<file path="src/sv/ptnp_pkg.sv">
// ----------------------------------------------------------------------------
// ptnp_pkg
// Types and constants shared by the prime test and next prime block.
// ----------------------------------------------------------------------------
package ptnp_pkg;

    // default width of the number under test
    localparam int C_VALUE_BITS = 31;

    // first trial divisor and its square
    localparam int C_FIRST_DIV    = 3;
    localparam int C_FIRST_DIV_SQ = 9;

    // controller states
    typedef enum logic [2:0] {
        ST_IDLE,
        ST_CHECK,
        ST_BOUND,
        ST_DIV,
        ST_STEP,
        ST_OUT
    } t_state;

    // which number is being tested
    typedef enum logic {
        PH_VALUE,
        PH_NEXT
    } t_phase;

    // commands from controller to datapath
    typedef struct packed {
        logic load;       // take the input value as the number under test
        logic init_d;     // reset trial divisor to three
        logic start_div;  // launch a remainder computation
        logic adv_d;      // move to the next trial divisor
        logic inc_n;      // step the number under test upward
        logic set_isp;    // record the verdict on the input value
        logic isp_bit;
        logic set_next;   // record the current number as next prime
        logic next_zero;  // no prime fits, record zero
        logic out_load;   // copy results into the output register
    } t_cmd;

    // status from datapath to controller
    typedef struct packed {
        logic small_prime;  // number is two or three
        logic le_one;       // number is zero or one
        logic even;
        logic sq_gt_n;      // divisor squared exceeds the number
        logic n_is_max;     // number is all ones
        logic div_done;
        logic rem_zero;
    } t_stat;

endpackage

</file>
<file path="src/sv/prime_test_and_next_prime_top.sv">
// ----------------------------------------------------------------------------
// prime_test_and_next_prime_top
// Primality test of one number and search for the next prime above it.
// ----------------------------------------------------------------------------
// Usage:
//   s_axis carries one number per transfer in tdata. m_axis returns one
//   result per number: bit 0 is the primality of the number, the bits above
//   it hold the smallest prime strictly greater (zero when none fits).
//   Numbers are tested by 6k-1 / 6k+1 trial division in a bit-serial
//   remainder unit; an even or trivially small candidate is settled
//   without a division.
//   One number is worked on at a time; s_axis_tready is high only while the
//   block waits for a number. The finished result sits in an output
//   register, so a new number is taken while m_axis waits on a stall; a
//   second result waits inside until the first transfer completes.
//   Reset (synchronous, active low) drops any item in flight and clears the
//   output valid.
// ----------------------------------------------------------------------------
module prime_test_and_next_prime_top #(
    parameter int VALUE_BITS = ptnp_pkg::C_VALUE_BITS
) (
    input  logic                                i_clk,
    input  logic                                i_rst_n,
    input  logic                                s_axis_tvalid,
    output logic                                s_axis_tready,
    // tdata: value
    input  logic [((VALUE_BITS + 7) / 8) * 8-1:0] s_axis_tdata,
    output logic                                m_axis_tvalid,
    input  logic                                m_axis_tready,
    // tdata: is_prime, next_prime
    output logic [((VALUE_BITS + 8) / 8) * 8-1:0] m_axis_tdata
);
    import ptnp_pkg::*;

    localparam int IN_W  = ((VALUE_BITS + 7) / 8) * 8;
    localparam int OUT_W = ((VALUE_BITS + 8) / 8) * 8;

    t_cmd  w_cmd;
    t_stat w_stat;

    ptnp_ctrl u_ctrl (
        .i_clk        (i_clk),
        .i_rst_n      (i_rst_n),
        .i_in_tvalid  (s_axis_tvalid),
        .o_in_tready  (s_axis_tready),
        .o_out_tvalid (m_axis_tvalid),
        .i_out_tready (m_axis_tready),
        .i_stat       (w_stat),
        .o_cmd        (w_cmd)
    );

    ptnp_dp #(
        .VALUE_BITS (VALUE_BITS),
        .IN_W       (IN_W),
        .OUT_W      (OUT_W)
    ) u_dp (
        .i_clk   (i_clk),
        .i_rst_n (i_rst_n),
        .i_cmd   (w_cmd),
        .i_tdata (s_axis_tdata),
        .o_stat  (w_stat),
        .o_tdata (m_axis_tdata)
    );

endmodule

</file>
<file path="src/sv/ptnp_div.sv">
// ----------------------------------------------------------------------------
// ptnp_div
// Restoring remainder unit, one dividend bit per cycle.
// ----------------------------------------------------------------------------
module ptnp_div #(
    parameter int VALUE_BITS = ptnp_pkg::C_VALUE_BITS,
    parameter int DIV_BITS   = (ptnp_pkg::C_VALUE_BITS + 1) / 2 + 2
) (
    input  logic                  i_clk,
    input  logic                  i_rst_n,
    input  logic                  i_start,
    input  logic [VALUE_BITS-1:0] i_dividend,
    input  logic [DIV_BITS-1:0]   i_divisor,
    output logic                  o_done,
    output logic                  o_rem_zero
);
    import ptnp_pkg::*;

    localparam int CW = $clog2(VALUE_BITS + 1);

    logic [CW-1:0]         r_cnt;
    logic                  r_done;
    logic [VALUE_BITS-1:0] r_q;
    logic [DIV_BITS-1:0]   r_rem;
    logic [DIV_BITS-1:0]   r_dsr;
    logic [DIV_BITS:0]     n_trial;
    logic [DIV_BITS:0]     n_diff;
    logic [DIV_BITS-1:0]   n_rem;

    // shift in next dividend bit and subtract when it fits
    always_comb begin
        n_trial = {r_rem, r_q[VALUE_BITS-1]};
        n_diff  = n_trial - {1'b0, r_dsr};
        if (n_trial >= {1'b0, r_dsr}) begin
            n_rem = n_diff[DIV_BITS-1:0];
        end else begin
            n_rem = n_trial[DIV_BITS-1:0];
        end
    end

    // step counter and done pulse
    always_ff @(posedge i_clk) begin
        if (!i_rst_n) begin
            r_cnt  <= '0;
            r_done <= 1'b0;
        end else if (i_start) begin
            r_cnt  <= CW'(VALUE_BITS);
            r_done <= 1'b0;
        end else begin
            r_done <= (r_cnt == CW'(1));
            if (r_cnt != '0) begin
                r_cnt <= r_cnt - 1'b1;
            end
        end
    end

    // partial remainder and dividend shift
    always_ff @(posedge i_clk) begin
        if (i_start) begin
            r_q   <= i_dividend;
            r_rem <= '0;
            r_dsr <= i_divisor;
        end else if (r_cnt != '0) begin
            r_q   <= {r_q[VALUE_BITS-2:0], 1'b0};
            r_rem <= n_rem;
        end
    end

    assign o_done     = r_done;
    assign o_rem_zero = (r_rem == '0);

endmodule

</file>
<file path="src/sv/ptnp_dp.sv">
// ----------------------------------------------------------------------------
// ptnp_dp
// Datapath: number under test, trial divisor and square, result registers.
// ----------------------------------------------------------------------------
module ptnp_dp #(
    parameter int VALUE_BITS = ptnp_pkg::C_VALUE_BITS,
    parameter int IN_W       = ((ptnp_pkg::C_VALUE_BITS + 7) / 8) * 8,
    parameter int OUT_W      = ((ptnp_pkg::C_VALUE_BITS + 8) / 8) * 8
) (
    input  logic             i_clk,
    input  logic             i_rst_n,
    input  ptnp_pkg::t_cmd   i_cmd,
    input  logic [IN_W-1:0]  i_tdata,
    output ptnp_pkg::t_stat  o_stat,
    output logic [OUT_W-1:0] o_tdata
);
    import ptnp_pkg::*;

    localparam int DW = (VALUE_BITS + 1) / 2 + 2;
    localparam int SW = VALUE_BITS + 2;

    logic [VALUE_BITS-1:0] r_n;
    logic [DW-1:0]         r_d;
    logic [SW-1:0]         r_sq;
    logic                  r_first;
    logic                  r_step4;
    logic                  r_isp;
    logic [VALUE_BITS-1:0] r_next;
    logic                  r_o_isp;
    logic [VALUE_BITS-1:0] r_o_next;
    logic [SW-1:0]         n_sq;
    logic [DW-1:0]         n_d;
    logic                  w_div_done;
    logic                  w_rem_zero;

    // number under test
    always_ff @(posedge i_clk) begin
        if (i_cmd.load) begin
            r_n <= i_tdata[VALUE_BITS-1:0];
        end else if (i_cmd.inc_n) begin
            r_n <= r_n + 1'b1;
        end
    end

    // next divisor of the 6k-1 / 6k+1 walk, square kept by addition
    always_comb begin
        if (r_step4 && !r_first) begin
            n_d  = r_d + DW'(4);
            n_sq = r_sq + SW'({r_d, 3'b000}) + SW'(16);
        end else begin
            n_d  = r_d + DW'(2);
            n_sq = r_sq + SW'({r_d, 2'b00}) + SW'(4);
        end
    end

    // trial divisor registers
    always_ff @(posedge i_clk) begin
        if (i_cmd.init_d) begin
            r_d     <= DW'(C_FIRST_DIV);
            r_sq    <= SW'(C_FIRST_DIV_SQ);
            r_first <= 1'b1;
            r_step4 <= 1'b0;
        end else if (i_cmd.adv_d) begin
            r_d     <= n_d;
            r_sq    <= n_sq;
            r_first <= 1'b0;
            r_step4 <= r_first ? 1'b0 : !r_step4;
        end
    end

    // result registers
    always_ff @(posedge i_clk) begin
        if (i_cmd.set_isp) begin
            r_isp <= i_cmd.isp_bit;
        end
        if (i_cmd.set_next) begin
            r_next <= r_n;
        end else if (i_cmd.next_zero) begin
            r_next <= '0;
        end
        if (i_cmd.out_load) begin
            r_o_isp  <= r_isp;
            r_o_next <= r_next;
        end
    end

    // remainder unit
    ptnp_div #(
        .VALUE_BITS (VALUE_BITS),
        .DIV_BITS   (DW)
    ) u_div (
        .i_clk      (i_clk),
        .i_rst_n    (i_rst_n),
        .i_start    (i_cmd.start_div),
        .i_dividend (r_n),
        .i_divisor  (r_d),
        .o_done     (w_div_done),
        .o_rem_zero (w_rem_zero)
    );

    // status to controller
    always_comb begin
        o_stat.small_prime = (r_n == VALUE_BITS'(2)) || (r_n == VALUE_BITS'(3));
        o_stat.le_one      = (r_n[VALUE_BITS-1:1] == '0);
        o_stat.even        = !r_n[0];
        o_stat.sq_gt_n     = (r_sq > SW'(r_n));
        o_stat.n_is_max    = &r_n;
        o_stat.div_done    = w_div_done;
        o_stat.rem_zero    = w_rem_zero;
    end

    assign o_tdata = OUT_W'({r_o_next, r_o_isp});

endmodule

</file>
<file path="src/sv/ptnp_ctrl.sv">
// ----------------------------------------------------------------------------
// ptnp_ctrl
// Controller: sequences the value test, the upward search and the output.
// ----------------------------------------------------------------------------
module ptnp_ctrl (
    input  logic            i_clk,
    input  logic            i_rst_n,
    input  logic            i_in_tvalid,
    output logic            o_in_tready,
    output logic            o_out_tvalid,
    input  logic            i_out_tready,
    input  ptnp_pkg::t_stat i_stat,
    output ptnp_pkg::t_cmd  o_cmd
);
    import ptnp_pkg::*;

    t_state r_state;
    t_state n_state;
    t_phase r_phase;
    t_phase n_phase;
    logic   r_out_valid;
    logic   n_out_valid;
    logic   w_vr_valid;
    logic   w_vr_prime;
    logic   w_accept;
    logic   w_out_free;

    assign w_accept   = i_in_tvalid && (r_state == ST_IDLE);
    assign w_out_free = !r_out_valid || i_out_tready;

    // verdict on the number under test
    always_comb begin
        w_vr_valid = 1'b0;
        w_vr_prime = 1'b0;
        case (r_state)
            ST_CHECK: begin
                w_vr_valid = i_stat.small_prime || i_stat.le_one || i_stat.even;
                w_vr_prime = i_stat.small_prime;
            end
            ST_BOUND: begin
                w_vr_valid = i_stat.sq_gt_n;
                w_vr_prime = 1'b1;
            end
            ST_DIV: begin
                w_vr_valid = i_stat.div_done && i_stat.rem_zero;
                w_vr_prime = 1'b0;
            end
            default: begin
                w_vr_valid = 1'b0;
                w_vr_prime = 1'b0;
            end
        endcase
    end

    // next state
    always_comb begin
        n_state = r_state;
        n_phase = r_phase;
        case (r_state)
            ST_IDLE: begin
                if (w_accept) begin
                    n_state = ST_CHECK;
                    n_phase = PH_VALUE;
                end
            end
            ST_CHECK, ST_BOUND, ST_DIV: begin
                if (w_vr_valid) begin
                    if (r_phase == PH_NEXT && w_vr_prime) begin
                        n_state = ST_OUT;
                    end else begin
                        n_state = ST_STEP;
                    end
                end else if (r_state == ST_CHECK) begin
                    n_state = ST_BOUND;
                end else if (r_state == ST_BOUND) begin
                    n_state = ST_DIV;
                end else if (i_stat.div_done) begin
                    n_state = ST_BOUND;
                end
            end
            ST_STEP: begin
                if (i_stat.n_is_max) begin
                    n_state = ST_OUT;
                end else begin
                    n_state = ST_CHECK;
                    n_phase = PH_NEXT;
                end
            end
            ST_OUT: begin
                if (w_out_free) begin
                    n_state = ST_IDLE;
                end
            end
            default: begin
                n_state = ST_IDLE;
            end
        endcase
    end

    // datapath commands
    always_comb begin
        o_cmd           = '0;
        o_cmd.load      = w_accept;
        o_cmd.init_d    = (r_state == ST_CHECK) && !w_vr_valid;
        o_cmd.start_div = (r_state == ST_BOUND) && !w_vr_valid;
        o_cmd.adv_d     = (r_state == ST_DIV) && i_stat.div_done && !i_stat.rem_zero;
        o_cmd.set_isp   = w_vr_valid && (r_phase == PH_VALUE);
        o_cmd.isp_bit   = w_vr_prime;
        o_cmd.set_next  = w_vr_valid && w_vr_prime && (r_phase == PH_NEXT);
        o_cmd.inc_n     = (r_state == ST_STEP) && !i_stat.n_is_max;
        o_cmd.next_zero = (r_state == ST_STEP) && i_stat.n_is_max;
        o_cmd.out_load  = (r_state == ST_OUT) && w_out_free;
    end

    // output valid flag
    always_comb begin
        n_out_valid = r_out_valid;
        if (o_cmd.out_load) begin
            n_out_valid = 1'b1;
        end else if (i_out_tready) begin
            n_out_valid = 1'b0;
        end
    end

    // state registers
    always_ff @(posedge i_clk) begin
        if (!i_rst_n) begin
            r_state     <= ST_IDLE;
            r_phase     <= PH_VALUE;
            r_out_valid <= 1'b0;
        end else begin
            r_state     <= n_state;
            r_phase     <= n_phase;
            r_out_valid <= n_out_valid;
        end
    end

    assign o_in_tready  = (r_state == ST_IDLE);
    assign o_out_tvalid = r_out_valid;

endmodule

</file>
<file path="config.mk">
export PLATFORM = sky130hd
export DESIGN_NAME = prime_test_and_next_prime_top
export DESIGN_NICKNAME = d
export VERILOG_FILES = /design/src/sv/ptnp_pkg.sv /design/src/sv/prime_test_and_next_prime_top.sv /design/src/sv/ptnp_div.sv /design/src/sv/ptnp_dp.sv /design/src/sv/ptnp_ctrl.sv
export SDC_FILE = /design/constraint.sdc
export NUM_CORES = 1
export LEC_CHECK = 0
export BUFFER_PORTS_ARGS = -buffer_cell sky130_fd_sc_hd__buf_2
export CAP_MARGIN = 20
export CORE_MARGIN = 4
export CORE_UTILIZATION = 55
export DETAILED_ROUTE_END_ITERATION = 7
export PLACE_DENSITY = 0.72
export SLEW_MARGIN = 15
export SYNTH_ARGS = -nofsm -noshare
export SYNTH_HDL_FRONTEND = slang
export SYNTH_SLANG_ARGS = --single-unit
export TNS_END_PERCENT = 10
</file>
<file path="constraint.sdc">
create_clock -name i_clk -period 6.91 [get_ports i_clk]
set_clock_uncertainty 0.15 [all_clocks]
set_input_delay 0 -clock i_clk [delete_from_list [all_inputs] [get_ports i_clk]]
set_output_delay 0 -clock i_clk [all_outputs]
set_load 0.03 [all_outputs]
</file>
==> impl_metrics.env <==
export IMPL_drt_pass1_iterations=5
export IMPL_powerDensity_nw_per_um2=341
export IMPL_cts_max_level=1
export IMPL_cts_resized=0
export IMPL_async_reset_ff_frac=0
export IMPL_core_area_sq_um=23500
export IMPL_synth_edff_count=143
export IMPL_numCtsBuffers=24
export IMPL_cp_required_ps=6930
export IMPL_finalSetupViolations=0
export IMPL_dp_hpwl_um=21000
export IMPL_antenna_found_initial=0
export IMPL_synthTopCellsByArea="edfxtp_1, dfxtp_1, ha_1"
export IMPL_die_area_sq_um=26500
export IMPL_die_w_um=163
export IMPL_instances_no_fill=1737
export IMPL_maxCapViolations=0
export IMPL_yosys_area_top_type="edfxtp_1"
export IMPL_timing_final_crit_period_ps=4220
export IMPL_fp_row_count=56
export IMPL_path_class="reg2reg"
export IMPL_syn_nets=1473
export IMPL_cts_setup_buffers=0
export IMPL_final_common_cell="edfxtp_1"
export IMPL_drtIter0Drc=718
export IMPL_status="finished clean"
export IMPL_route_detailed_drc=0
export IMPL_slew_viol_final=0
export IMPL_holdBufCountCts=35
export IMPL_ant_nets=0
export IMPL_slew_headroom=0.334
export IMPL_ys_types=74
export IMPL_avgSynthCellArea_sq_um=10.1
export IMPL_critPathMaxFanout=33
export IMPL_cp_slowest_stage_delay_ps=900
export IMPL_pin_count=70
export IMPL_wl_per_cell_um=17.0
export IMPL_synthToLayoutAreaGrowth_pct=13.4
export IMPL_hold_viol=0
export IMPL_timing_fmax_ghz=0.237
export IMPL_portBuffers=68
export IMPL_nNetsFinal=1563
export IMPL_grt_start_max_net_pins=65
export IMPL_tns_ps=0
export IMPL_design_area_sq_um=14900
export IMPL_postRouteWirelength_um=29600
export IMPL_hp_class="in2reg"
export IMPL_synth_seq_cells=221
export IMPL_die_y_um=163
export IMPL_antenna_diode_count=0
export IMPL_overflow=0
export IMPL_cp_start_kind="register"
export IMPL_end_kind="register"
export IMPL_worstPathArrival_ps=4250
export IMPL_gp_congestion=0.878
export IMPL_clock_tree_root_cell="clkbuf_16"
export IMPL_yosys_warnings=0
export IMPL_synth_area_sq_um=13200
export IMPL_synth_top_area_frac=0.326
export IMPL_ys_seq_area_frac=0.444
export IMPL_crit_slowest_cell="and3_1"
export IMPL_initial_core_util=0.560
export IMPL_cts_sinks=221
export IMPL_final_cell_mix="edfxtp_1, ha_1, nor2_1"
export IMPL_synthCells=1311
export IMPL_drive_gt1_frac=0.114
export IMPL_rsz0062_at_grt="false"
export IMPL_ir_drop_mv=0.225
export IMPL_first_global_vias=9548
export IMPL_clk_latency_ps=530
export IMPL_power_leakage_nw=6.16
export IMPL_numPlacedInstances=1658
export IMPL_cts_max_path_buffers=3
export IMPL_placed_area_sq_um=13800
export IMPL_synth_ff_type="edfxtp_1"
export IMPL_vias=10100
export IMPL_n_fill_cell=1926
export IMPL_grt_pass1_wl_um=48200
export IMPL_worstMarginPinSlew_ps=999
export IMPL_fin_util=0.635
export IMPL_via_per_inst=5.79
export IMPL_grt_usage=0.222
export IMPL_crit_chain="inv_1 > ha_1 > nand4bb_1 > or4_4 > a31oi_1 > a21o_1 > and3_1 > nand2b_1 > buf_4"
export IMPL_holdWs_ps=134
export IMPL_clk_pin_slew_ps=60
export IMPL_tritoncts="built"
export IMPL_period_share=0.611
area by class of cell:
class / instances / area, sq um / area share
Clock buffer: 32 / 651 / 0.0435
Sequential cell: 221 / 5860 / 0.392
Clock inverter: 11 / 154 / 0.0103
Inverter: 76 / 285 / 0.0191
Timing Repair Buffer: 114 / 786 / 0.0526
Tap cell: 319 / 399 / 0.0267
Multi-Input combinational cell: 964 / 6820 / 0.456
final timing paths:
check,startpoint,end,slack (ps),cells past startpoint
max,u_dp.r_n[30]$_DFFE_PP_,u_dp.r_next[6]$_SDFFCE_PN0P_,2690,9
max reg2reg,u_dp.r_n[30]$_DFFE_PP_,u_dp.r_next[6]$_SDFFCE_PN0P_,2690,9
min,s_axis_tdata[11],u_dp.r_n[11]$_DFFE_PP_,130,4
min reg2reg,u_dp.r_next[27]$_SDFFCE_PN0P_,u_dp.r_o_next[27]$_DFFE_PP_,270,0
critical path, delay by kind of cell (launching register included):
family	cells	cell delay, ps
and+or+nand+nor	4	1860
buffers and inverters	2	450
DFF	1	490
adders and majority gates	1	290
AOI/OAI and AO/OA	2	600
registers in the layout, summed over array words and instances (netlist names), 3 cells and up:
name              cells
u_dp.u_div.r_cnt      5
u_dp.r_sq            30
u_dp.r_d             17
u_dp.u_div.r_rem     18
u_dp.u_div.r_q       31
u_dp.r_o_next        31
u_dp.r_n             31
u_ctrl.r_state        3
u_dp.r_next          31
u_dp.u_div.r_dsr     17
cell families after synthesis:
kind of cell / count (synthesis) / share of synthesized area
mux: 37 / 0.0310
xor+xnor: 86 / 0.0571
flops: 221 / 0.444
simple gates: 423 / 0.163
fa+ha+maj: 126 / 0.121
compound gates: 292 / 0.143
buf+inv: 126 / 0.0404
stage by stage:
step / setup slack (ps) / total power [W]
6_report: 2690 / 0.00510
2_1_floorplan: 2120 / 0.00338
3_5_place_dp: 2710 / 0.00378
4_1_cts: 2730 / 0.00511
5_1_grt: 2430 / 0.00544
3_3_place_gp: 2840 / 0.00373
cell usage after synthesis, types with 9 or more instances:
library cell,number
o21a_1,10
inv_1,76
nand2b_1,10
xor2_1,27
ha_1,123
a21o_1,22
and2_1,40
nand4_1,19
a211oi_1,29
mux2_1,15
and3_1,17
edfxtp_1,143
buf_2,12
and4_1,9
nand3_1,35
mux2_2,16
nand2_1,94
dfxtp_1,78
o21ai_0,85
o211ai_1,9
clkbuf_1,30
nor3_1,37
nor2_1,99
a21oi_1,68
xnor2_1,59
or3_1,11
nor4_1,16
nor2b_1,11
routing by layer:
metal | routed length [um] | part of all wire | GRT usage
met1 | 13800 | 0.47 | 0.313
met2 | 13700 | 0.46 | 0.362
met3 | 1250 | 0.042 | 0.0281
met4 | 789 | 0.027 | 0.0618
met5 | 0 | 0 | 0
power breakdown:
part	switching (W)	internal (W)	leakage (nW)
logic	0.00100	0.000739	3.84
clock network	0.000527	0.000777	0.387
registers	0.000260	0.00179	1.93
No activity file was read; power rests on OpenSTA's default activity.
